$ cat config.mk
export PLATFORM = sky130hd
export DESIGN_NAME = npcs_front
export DESIGN_NICKNAME = d
export VERILOG_FILES = /design/src/npcs_pkg.sv /design/src/npcs_front.sv
export SDC_FILE = /design/constraint.sdc
export NUM_CORES = 1
export LEC_CHECK = 0
export BUFFER_PORTS_ARGS = -buffer_cell sky130_fd_sc_hd__clkbuf_2
export CORE_MARGIN = 5
export CORE_UTILIZATION = 60
export DETAILED_ROUTE_END_ITERATION = 7
export PLACE_DENSITY = 0.9
export SYNTH_ARGS = -nofsm -noshare
export SYNTH_HDL_FRONTEND = slang
export SYNTH_SLANG_ARGS = --single-unit
export TNS_END_PERCENT = 30
$ cat constraint.sdc
create_clock -name clk -period 6.79 [get_ports clk]
set_input_delay 1.358 -clock clk [delete_from_list [all_inputs] [get_ports clk]]
set_output_delay 1.358 -clock clk [all_outputs]
set_load 0.01 [all_outputs]
$ cat src/npcs_pkg.sv
// Shared types, constants and helper functions for the nearest palette colour search.
package npcs_pkg;

    localparam int PALETTE_DEPTH     = 256;
    localparam int KEPT_CHANNEL_BITS = 6;

    localparam int CHAN_W  = 8;
    localparam int IDX_W   = 8;
    localparam int DIST_W  = 20;
    localparam int CFG_W   = 9;
    localparam int REQ_W   = 2;
    localparam int CFG_IDX_W = 2;
    localparam int ADDR_W  = $clog2(PALETTE_DEPTH);
    localparam int BOUND_W = $clog2(PALETTE_DEPTH + 1);
    localparam int ENTRY_W = 3 * CHAN_W;

    localparam int IN_DATA_W  = 32;
    localparam int OUT_DATA_W = 32;

    localparam int QUEUE_DEPTH = 2;
    localparam int QPTR_W      = $clog2(QUEUE_DEPTH);
    localparam int QCNT_W      = $clog2(QUEUE_DEPTH + 1);

    localparam int DROP_BITS = CHAN_W - KEPT_CHANNEL_BITS;

    // Redmean weights, scaled by 256.
    localparam int RED_BASE    = 512;
    localparam int BLUE_BASE   = 767;
    localparam int GREEN_SHIFT = 10;
    localparam int DIST_SHIFT  = 8;
    localparam int SQ_W        = 2 * CHAN_W;
    localparam int WEIGHT_W    = 10;
    localparam int PROD_W      = WEIGHT_W + SQ_W;
    localparam int SUM_W       = DIST_W + DIST_SHIFT;

    typedef logic [CHAN_W-1:0]    chan_t;
    typedef logic [IDX_W-1:0]     idx_t;
    typedef logic [DIST_W-1:0]    dist_t;
    typedef logic [CFG_W-1:0]     cfg_t;
    typedef logic [ADDR_W-1:0]    addr_t;
    typedef logic [BOUND_W-1:0]   bound_t;
    typedef logic [ENTRY_W-1:0]   entry_t;
    typedef logic [QPTR_W-1:0]    qptr_t;
    typedef logic [QCNT_W-1:0]    qcnt_t;
    typedef logic [SQ_W-1:0]      sq_t;
    typedef logic [WEIGHT_W-1:0]  weight_t;
    typedef logic [PROD_W-1:0]    prod_t;
    typedef logic [SUM_W-1:0]     sum_t;
    typedef logic [OUT_DATA_W-1:0] out_data_t;

    localparam dist_t NO_DISTANCE = '1;

    // Request kinds carried in tuser.
    typedef logic [REQ_W-1:0] req_t;
    localparam req_t REQ_WRITE   = 2'd0;
    localparam req_t REQ_NEAREST = 2'd1;
    localparam req_t REQ_RESHADE = 2'd2;

    // Configuration register indexes.
    typedef logic [CFG_IDX_W-1:0] cfg_idx_t;
    localparam cfg_idx_t CFG_SEARCH_START   = 2'd0;
    localparam cfg_idx_t CFG_RESERVED_START = 2'd1;
    localparam cfg_idx_t CFG_RESERVED_END   = 2'd2;
    localparam cfg_idx_t CFG_SEARCH_END     = 2'd3;

    localparam cfg_t RST_SEARCH_START   = 9'd1;
    localparam cfg_t RST_RESERVED_START = 9'd198;
    localparam cfg_t RST_RESERVED_END   = 9'd206;
    localparam cfg_t RST_SEARCH_END     = 9'd215;

    typedef enum logic {
        CMD_WRITE  = 1'b0,
        CMD_SEARCH = 1'b1
    } cmd_kind_t;

    // One queued command: a palette write or a search over two index ranges.
    typedef struct packed {
        cmd_kind_t kind;
        addr_t     addr;
        chan_t     red;
        chan_t     green;
        chan_t     blue;
        bound_t    lo1;
        bound_t    hi1;
        bound_t    lo2;
        bound_t    hi2;
    } cmd_t;

    typedef enum logic [3:0] {
        ST_IDLE  = 4'b0001,
        ST_SCAN  = 4'b0010,
        ST_DRAIN = 4'b0100,
        ST_DONE  = 4'b1000
    } back_state_t;

    // Keep the top channel bits and set the bit just below them.
    function automatic chan_t crunch(input chan_t c);
        chan_t keep_mask;
        chan_t mid_bit;
        begin
            keep_mask = chan_t'(((1 << KEPT_CHANNEL_BITS) - 1) << DROP_BITS);
            mid_bit   = chan_t'(1 << (DROP_BITS - 1));
            return (c & keep_mask) | mid_bit;
        end
    endfunction

    function automatic bound_t clamp_bound(input cfg_t v);
        begin
            if (int'(v) > PALETTE_DEPTH)
                return bound_t'(PALETTE_DEPTH);
            return bound_t'(v);
        end
    endfunction

    function automatic logic write_in_range(input idx_t idx);
        begin
            return int'(idx) < PALETTE_DEPTH;
        end
    endfunction

    function automatic chan_t abs_diff(input chan_t a, input chan_t b);
        begin
            return (a > b) ? chan_t'(a - b) : chan_t'(b - a);
        end
    endfunction

endpackage

$ cat src/npcs_front.sv
// Front end: accepts request words, holds the configuration, crunches queries and queues commands.
module npcs_front (
    input  logic                         clk,
    input  logic                         rst_n,
    input  logic                         s_axis_tvalid,
    output logic                         s_axis_tready,
    input  logic [npcs_pkg::IN_DATA_W-1:0] s_axis_tdata,
    input  npcs_pkg::req_t               s_axis_tuser,
    input  logic                         cfg_valid,
    output logic                         cfg_ready,
    input  npcs_pkg::cfg_idx_t           cfg_index,
    input  npcs_pkg::cfg_t               cfg_data,
    output npcs_pkg::cmd_t               cmd,
    output logic                         cmd_valid,
    input  logic                         cmd_ready
);

    npcs_pkg::cfg_t search_start_reg;
    npcs_pkg::cfg_t reserved_start_reg;
    npcs_pkg::cfg_t reserved_end_reg;
    npcs_pkg::cfg_t search_end_reg;

    npcs_pkg::cmd_t  queue_reg [npcs_pkg::QUEUE_DEPTH];
    npcs_pkg::qptr_t wr_ptr_reg;
    npcs_pkg::qptr_t rd_ptr_reg;
    npcs_pkg::qcnt_t count_reg;

    npcs_pkg::idx_t  entry_index;
    npcs_pkg::chan_t in_red;
    npcs_pkg::chan_t in_green;
    npcs_pkg::chan_t in_blue;
    npcs_pkg::chan_t grey;

    npcs_pkg::cmd_t  new_cmd;
    logic            new_cmd_valid;
    logic            accept;
    logic            push;
    logic            pop;

    assign entry_index = s_axis_tdata[7:0];
    assign in_red      = s_axis_tdata[15:8];
    assign in_green    = s_axis_tdata[23:16];
    assign in_blue     = s_axis_tdata[31:24];
    assign grey        = npcs_pkg::crunch(in_blue);

    assign s_axis_tready = (count_reg != npcs_pkg::qcnt_t'(npcs_pkg::QUEUE_DEPTH));
    assign accept        = s_axis_tvalid && s_axis_tready;
    assign cfg_ready     = 1'b1;

    always_comb
    begin
        new_cmd       = '0;
        new_cmd_valid = 1'b0;
        unique case (s_axis_tuser)
            npcs_pkg::REQ_WRITE:
            begin
                new_cmd_valid = npcs_pkg::write_in_range(entry_index);
                new_cmd.kind  = npcs_pkg::CMD_WRITE;
                new_cmd.addr  = npcs_pkg::addr_t'(entry_index);
                new_cmd.red   = in_red;
                new_cmd.green = in_green;
                new_cmd.blue  = in_blue;
            end
            npcs_pkg::REQ_NEAREST:
            begin
                new_cmd_valid = 1'b1;
                new_cmd.kind  = npcs_pkg::CMD_SEARCH;
                new_cmd.red   = npcs_pkg::crunch(in_red);
                new_cmd.green = npcs_pkg::crunch(in_green);
                new_cmd.blue  = npcs_pkg::crunch(in_blue);
                new_cmd.lo1   = npcs_pkg::clamp_bound(search_start_reg);
                new_cmd.hi1   = npcs_pkg::clamp_bound(reserved_start_reg);
                new_cmd.lo2   = npcs_pkg::clamp_bound(reserved_end_reg);
                new_cmd.hi2   = npcs_pkg::clamp_bound(search_end_reg);
            end
            npcs_pkg::REQ_RESHADE:
            begin
                // Only the reserved hole is searched; the second range stays empty.
                new_cmd_valid = 1'b1;
                new_cmd.kind  = npcs_pkg::CMD_SEARCH;
                new_cmd.red   = grey;
                new_cmd.green = grey;
                new_cmd.blue  = grey;
                new_cmd.lo1   = npcs_pkg::clamp_bound(reserved_start_reg);
                new_cmd.hi1   = npcs_pkg::clamp_bound(reserved_end_reg);
            end
            default:
            begin
                new_cmd_valid = 1'b0;
            end
        endcase
    end

    assign push      = accept && new_cmd_valid;
    assign cmd_valid = (count_reg != '0);
    assign cmd       = queue_reg[rd_ptr_reg];
    assign pop       = cmd_valid && cmd_ready;

    always_ff @(posedge clk)
    begin
        if (push)
        begin
            queue_reg[wr_ptr_reg] <= new_cmd;
        end
    end

    always_ff @(posedge clk or negedge rst_n)
    begin
        if (!rst_n)
        begin
            wr_ptr_reg <= '0;
            rd_ptr_reg <= '0;
            count_reg  <= '0;
        end
        else
        begin
            if (push)
            begin
                wr_ptr_reg <= wr_ptr_reg + 1'b1;
            end
            if (pop)
            begin
                rd_ptr_reg <= rd_ptr_reg + 1'b1;
            end
            if (push && !pop)
            begin
                count_reg <= count_reg + 1'b1;
            end
            else if (pop && !push)
            begin
                count_reg <= count_reg - 1'b1;
            end
        end
    end

    always_ff @(posedge clk or negedge rst_n)
    begin
        if (!rst_n)
        begin
            search_start_reg   <= npcs_pkg::RST_SEARCH_START;
            reserved_start_reg <= npcs_pkg::RST_RESERVED_START;
            reserved_end_reg   <= npcs_pkg::RST_RESERVED_END;
            search_end_reg     <= npcs_pkg::RST_SEARCH_END;
        end
        else if (cfg_valid && cfg_ready)
        begin
            unique case (cfg_index)
                npcs_pkg::CFG_SEARCH_START:   search_start_reg   <= cfg_data;
                npcs_pkg::CFG_RESERVED_START: reserved_start_reg <= cfg_data;
                npcs_pkg::CFG_RESERVED_END:   reserved_end_reg   <= cfg_data;
                npcs_pkg::CFG_SEARCH_END:     search_end_reg     <= cfg_data;
                default:                      search_start_reg   <= search_start_reg;
            endcase
        end
    end

endmodule

**Yosys cells after proc, flatten, opt, wreduce, memory -nomap -nowiden**

Memories as Yosys holds them, arrays and structs flattened.
Index checks and enable logic that the tools add are counted.

- Register bits after elaboration: 40
- Latch bits: 0
- RAM bits: 138
- Memory bits (read-only): 0
- Bits of input ports: 50
- Output and inout bits: 72
- Logic and storage cells: 69
- Memories: 1

Memory list:

| memory | depth | width | rd ports | clocked after Yosys merged registers in | write ports | RTL line | RTL |
|---|---|---|---|---|---|---|---|
| queue_reg | 2 | 69 | 1 | 0 | 1 | npcs_front.sv:23 | `npcs_pkg::cmd_t queue_reg [npcs_pkg::QUEUE_DEPTH];` |

- $add $sub $neg: 4
- $mul: 0
- Divide/modulo/power cells: 0
- $lt $le $gt $ge: 4
- Eq/ne operators: 6
- Shift-type cells: 0
- Mux-type cells: 30
- Bitwise logic cells: 0
- Reductions and logical operators: 17

Operators with widths:

| kind | number |
|---|---|
| two-way mux 9 bit | 10 |
| one-hot mux 24 bit (3 select lines) | 1 |
| > comparator 9 bit (second input constant) | 4 |
| one-hot mux 18 bit (2 select lines) | 1 |
| two-way mux 18 bit | 1 |
| two-way mux 1 bit | 14 |
| two-way mux 8 bit | 1 |
| AND reduction 2 bit | 4 |
| equality test 2 bit (second input constant) | 3 |
| logical AND 1 bit | 5 |
| equality test 2 x 1 -> 1 bit (second input constant) | 2 |
| zero test 2 bit | 2 |
| two-way mux 2 bit | 2 |
| nonzero test 2 bit | 2 |
| OR reduction 3 bit | 1 |
| adder 1 bit (second input constant) | 2 |
| adder 2 x 1 -> 2 bit (second input constant) | 1 |
| zero test 1 bit | 2 |
| inequality test 2 bit (second input constant) | 1 |
| OR reduction 2 bit | 1 |
| subtractor 2 x 1 -> 2 bit (second input constant) | 1 |

**Logic depth before layout (Yosys ltp)**

- Depth in word-level cells: 8
- Depth in mapped cells: 8
- Depth with buffers taken out: 7

**Least setup slack after synthesis**

No wires, ideal clock.

- Path kind: input port to flip-flop
- Start: input port s_axis_tuser[0]
- End: memory queue_reg[0][0] (netlist bit), enable pin
- Arrival: 4810 ps
- Data required time: 6293 ps
- Slack: 1483 ps
- Stages: 4
- Path buffers: 1
- Path through: ha_1 -> clkbuf_1 -> nand3b_1 -> nor2_1

- Cells in the longest elaborated chain, start to end: 6
- Elaborated cells between the ends (all ways): 8

Ends and longest elaborated chain:

| item | RTL line | RTL |
|---|---|---|
| start: declaration | npcs_front.sv:8 | `input npcs_pkg::req_t s_axis_tuser,` |
| equality test 2 bit (tied with other cells) | - |  |
| OR reduction 3 bit (no line) (*) | - |  |
| two-way mux 1 bit (*) | npcs_front.sv:54 | `unique case (s_axis_tuser)` |
| logical AND 1 bit (*) | npcs_front.sv:94 | `assign push = accept && new_cmd_valid;` |
| two-way mux 1 bit (*) | npcs_front.sv:101 | `if (push)` |
| two-way mux 1 bit (not written as such) (*) | npcs_front.sv:103 | `queue_reg[wr_ptr_reg] <= new_cmd;` |
| end: declaration | npcs_front.sv:23 |  |

Every way passes the cells marked *; elsewhere a longest branch is shown, timed or not.

**Worst setup path after layout**

- Start: input port s_axis_tuser[0]
- End: memory queue_reg[1][7] (netlist bit), enable pin

- Cells in the longest elaborated chain, start to end: 6
- Elaborated cells between the ends (all ways): 8

Ends and longest elaborated chain:

| item | RTL line | RTL |
|---|---|---|
| equality test 2 bit (tied with other cells) | - |  |
| OR reduction 3 bit (no line) (*) | - |  |
| two-way mux 1 bit (*) | npcs_front.sv:54 |  |
| logical AND 1 bit (*) | npcs_front.sv:94 |  |
| via push | npcs_front.sv:37 | `logic push;` |
| two-way mux 1 bit (*) | npcs_front.sv:101 |  |
| two-way mux 1 bit (not written as such) (*) | npcs_front.sv:103 |  |

The timed path passes the listed nets; every way through them passes the cells marked *.

==> results.yml <==
synth:
  synth_compound_area_share_pct: 2.864
  main_combinational_cell_family_by_area_after_synthesis: "multiplexers"
  fraction_of_the_yosys_area_taken_by_sequential_cells_pct: 70.38
  yosysWarnings: 0
  synth.cell_area_um2: 7338
  post_syn_nets: 501
  synthCells: 446
  synth-xor-area-share_pct: 0.5968
  synth.area.mux_share_pct: 16.11
  yosys.area_share.adder_pct: 0.8525
  total_of_flip_flops_plus_latches_after_synthesis: 178
  distinct_cell_type_count_after_synthesis: 26
  post_synth_and_or_nand_nor_area_fraction_pct: 7.434
  synth_area_per_cell_um2: 16.45
placement:
  place.gp.congestion: 0.8213
  dpl_cell_area_um2: 8041
  place.port_buffers: 120
  dp_hpwl_um: 9636
worst_hold_path:
  end_of_the_worst_hold_path: "count_reg[1]"
  hold_path_startpoint: "count_reg[1]"
  worst_hold_path_type: "reg -> reg"
  worstHoldPathCells: 1
cts:
  post_cts_buffers: 0
  cts.repair.resized: 0
  clock-root-buffer: "sky130_fd_sc_hd__clkbuf_16"
  cts_hold_buffers: 0
  max-clock-path-buffers: 2
  clock_latency_ns: 0.42
  cts_htree_levels: 4
  number_of_buffers_created_by_cts: 17
  path_clk_slew_ns: 0.06
  tritoncts: "built"
  numClockSinks: 178
worst_setup_path:
  end_kind: "flop"
  worst-endpoint-required_ns: 6.84
  arrival_worst_endpoint_ns: 3.58
  crit_fanout: 47
  timing_worst_setup_path_type: "in -> reg"
  ff2ff_setup_slack_ns: 4.37
  startpoint_kind_of_the_worst_setup_timing_path: "input pin"
  r2r-end: "queue_reg[1][7]"
  r2r_start: "count_reg[0]"
  r2r.worst_path.cells: 5
timing:
  slew-limit-headroom_pct: 34.05
  setup_violations: 0
  worst-slew-pin-transition_ns: 0.9892
  min_period_over_period_pct: 51.97
  finalSetupTns_ns: 0
  grt_setup_unrepaired: "no"
  report.final.hold_viol_count: 0
  timing.final.crit_period_ns: 3.529
  timing_max_transition_violations_final: 0
  clock.fmax_ghz: 0.2834
  clock-skew-final_ns: 0.009713
floorplanning:
  die_footprint_um2: 14540
  floorplan.core_area_um2: 12010
  fp.dieW_um: 120.6
  floorplan.io_pins: 122
  num_rows: 40
  start_util_pct: 61.09
  floorplan.die.height_um: 120.6
run:
  cap_violations: 0
finish:
  filler_cell_count: 773
  layout_cells_sized_above_1_pct: 48.19
  fin_area_um2: 8618
  final_util_pct: 71.75
  synthToLayoutAreaGrowth_pct: 17.44
  layout.cells.most_common: "sky130_fd_sc_hd__edfxtp_1"
  final_cell_mix: "sky130_fd_sc_hd__edfxtp_1, sky130_fd_sc_hd__clkbuf_2, sky130_fd_sc_hd__mux2_2"
  antenna-diode-count: 0
  final_stage_net_count: 621
  largest_reg_flops: 138
routing:
  via_count: 4105
  totalWireLength_um: 14480
  drt_first_pass_iters: 5
  drt-vias-per-instance: 5.654
  ant_nets: 0
  route.detailed.drc: 0
  wl_per_cell_um: 19.95
  dr.first_iter.drc_count: 391
pwr:
  total_leakage_power_uw: 0.003330
  worst_ir_drop_vdd_v: 0.0001942
  power_per_cell_area_nw_per_um2: 384.0
global_routing:
  grt_max_degree: 71
  gr-usage-met2_pct: 36.29
  antenna_violations_before_repair: 0
  gr-total-overflow: 0
  most_crowded_layer_gr: "met2"
  track_usage_pct: 20.67
  grt_pass1_wl_um: 22690
  met1_usage_in_global_routing_pct: 24.26
  met3_usage_pct: 5.847
  grt_pass1_vias: 4434
run_status:
  status: "finished clean"
[worst max-delay path by stage]
stage                          from              end  slack [ns]  depth (start not counted)
floorplan           s_axis_tuser[0]  queue_reg[0][0]        1.48                          4
global placement    s_axis_tuser[0]  queue_reg[1][2]        2.94                          6
detailed placement  s_axis_tuser[0]  queue_reg[1][3]        2.87                          6
CTS                 s_axis_tuser[0]  queue_reg[1][7]        3.25                          6
global route        s_axis_tuser[0]  queue_reg[1][7]        3.09                          6
finish              s_axis_tuser[0]  queue_reg[1][7]        3.26                          6
[critical path, stage by stage]
cell	delay, ns
sky130_fd_sc_hd__clkbuf_2	0.11
sky130_fd_sc_hd__ha_1	0.43
sky130_fd_sc_hd__nand3b_1	0.39
sky130_fd_sc_hd__inv_1	0.12
sky130_fd_sc_hd__and2_2	0.51
sky130_fd_sc_hd__buf_4	0.62
[layout make-up]
cell class                 instances  area, um^2  area share, %
sequential                       178        5166          59.94
tap                              147       183.9          2.134
timing repair buffer             123       623.1          7.230
clock inverter                     2       10.01         0.1161
inverter                           3       11.26         0.1307
multi-input combinational        243        2057          23.87
clock buffer                      30       566.8          6.577
[through the flow]
stage / power, uW / instances / hold slack [ns] / worst slack (ns)
finish: 3309 / 726 / 0.4901 / 3.261
global route: 3458 / 726 / 0.5150 / 3.091
CTS: 3335 / 726 / 0.4919 / 3.250
detailed placement: 2406 / 694 / 0.4797 / 2.865
floorplan: 2090 / 446 / 0.4559 / 1.483
global placement: 2375 / 694 / 0.4746 / 2.937
[report_power, final]
part	switching, uW	internal, uW
Combinational	480	394
Sequential	73.8	1430
Clock	368	561
[layer usage]
metal  part of all wire [%]  routed length [um]
met5                      0                   0
met4                    1.5                 218
met3                    7.6                1106
met2                     53                7699
met1                     38                5460
[cells by family after synthesis]
kind of cell               count (synthesis)
other                                      1
DFF                                      178
muxes                                    105
buffers and inverters                     25
adders and majority gates                  5
and+or+nand+nor                           94
xor gates and xnor gates                   5
AOI/OAI and AO/OA                         33
[cell usage after synthesis]
master / n / share of area [%]
sky130_fd_sc_hd__edfxtp_1: 138 / 56
sky130_fd_sc_hd__mux2_2: 105 / 16
sky130_fd_sc_hd__and2_1: 36 / 3.1
sky130_fd_sc_hd__dfrtp_1: 24 / 8.2
sky130_fd_sc_hd__nor2b_1: 24 / 2.0
sky130_fd_sc_hd__nand2_1: 19 / 0.97
sky130_fd_sc_hd__a22oi_1: 18 / 1.8
sky130_fd_sc_hd__dfstp_2: 16 / 5.7
sky130_fd_sc_hd__a21oi_1: 15 / 1.0
sky130_fd_sc_hd__buf_2: 13 / 0.89
sky130_fd_sc_hd__clkbuf_1: 6 / 0.31
sky130_fd_sc_hd__nor2_1: 6 / 0.31
sky130_fd_sc_hd__ha_1: 5 / 0.85
sky130_fd_sc_hd__inv_1: 3 / 0.15
sky130_fd_sc_hd__xnor2_1: 3 / 0.36
sky130_fd_sc_hd__buf_4: 2 / 0.20
sky130_fd_sc_hd__nand3b_2: 2 / 0.31
sky130_fd_sc_hd__or2_2: 2 / 0.17
sky130_fd_sc_hd__xor2_1: 2 / 0.24
sky130_fd_sc_hd__buf_6: 1 / 0.15
sky130_fd_sc_hd__conb_1: 1 / 0.051
sky130_fd_sc_hd__nand2b_1: 1 / 0.085
sky130_fd_sc_hd__nand3_2: 1 / 0.14
sky130_fd_sc_hd__nand3b_1: 1 / 0.10
sky130_fd_sc_hd__nor3_1: 1 / 0.068
sky130_fd_sc_hd__nor3b_2: 1 / 0.17
(Power assumes the default switching activity.)
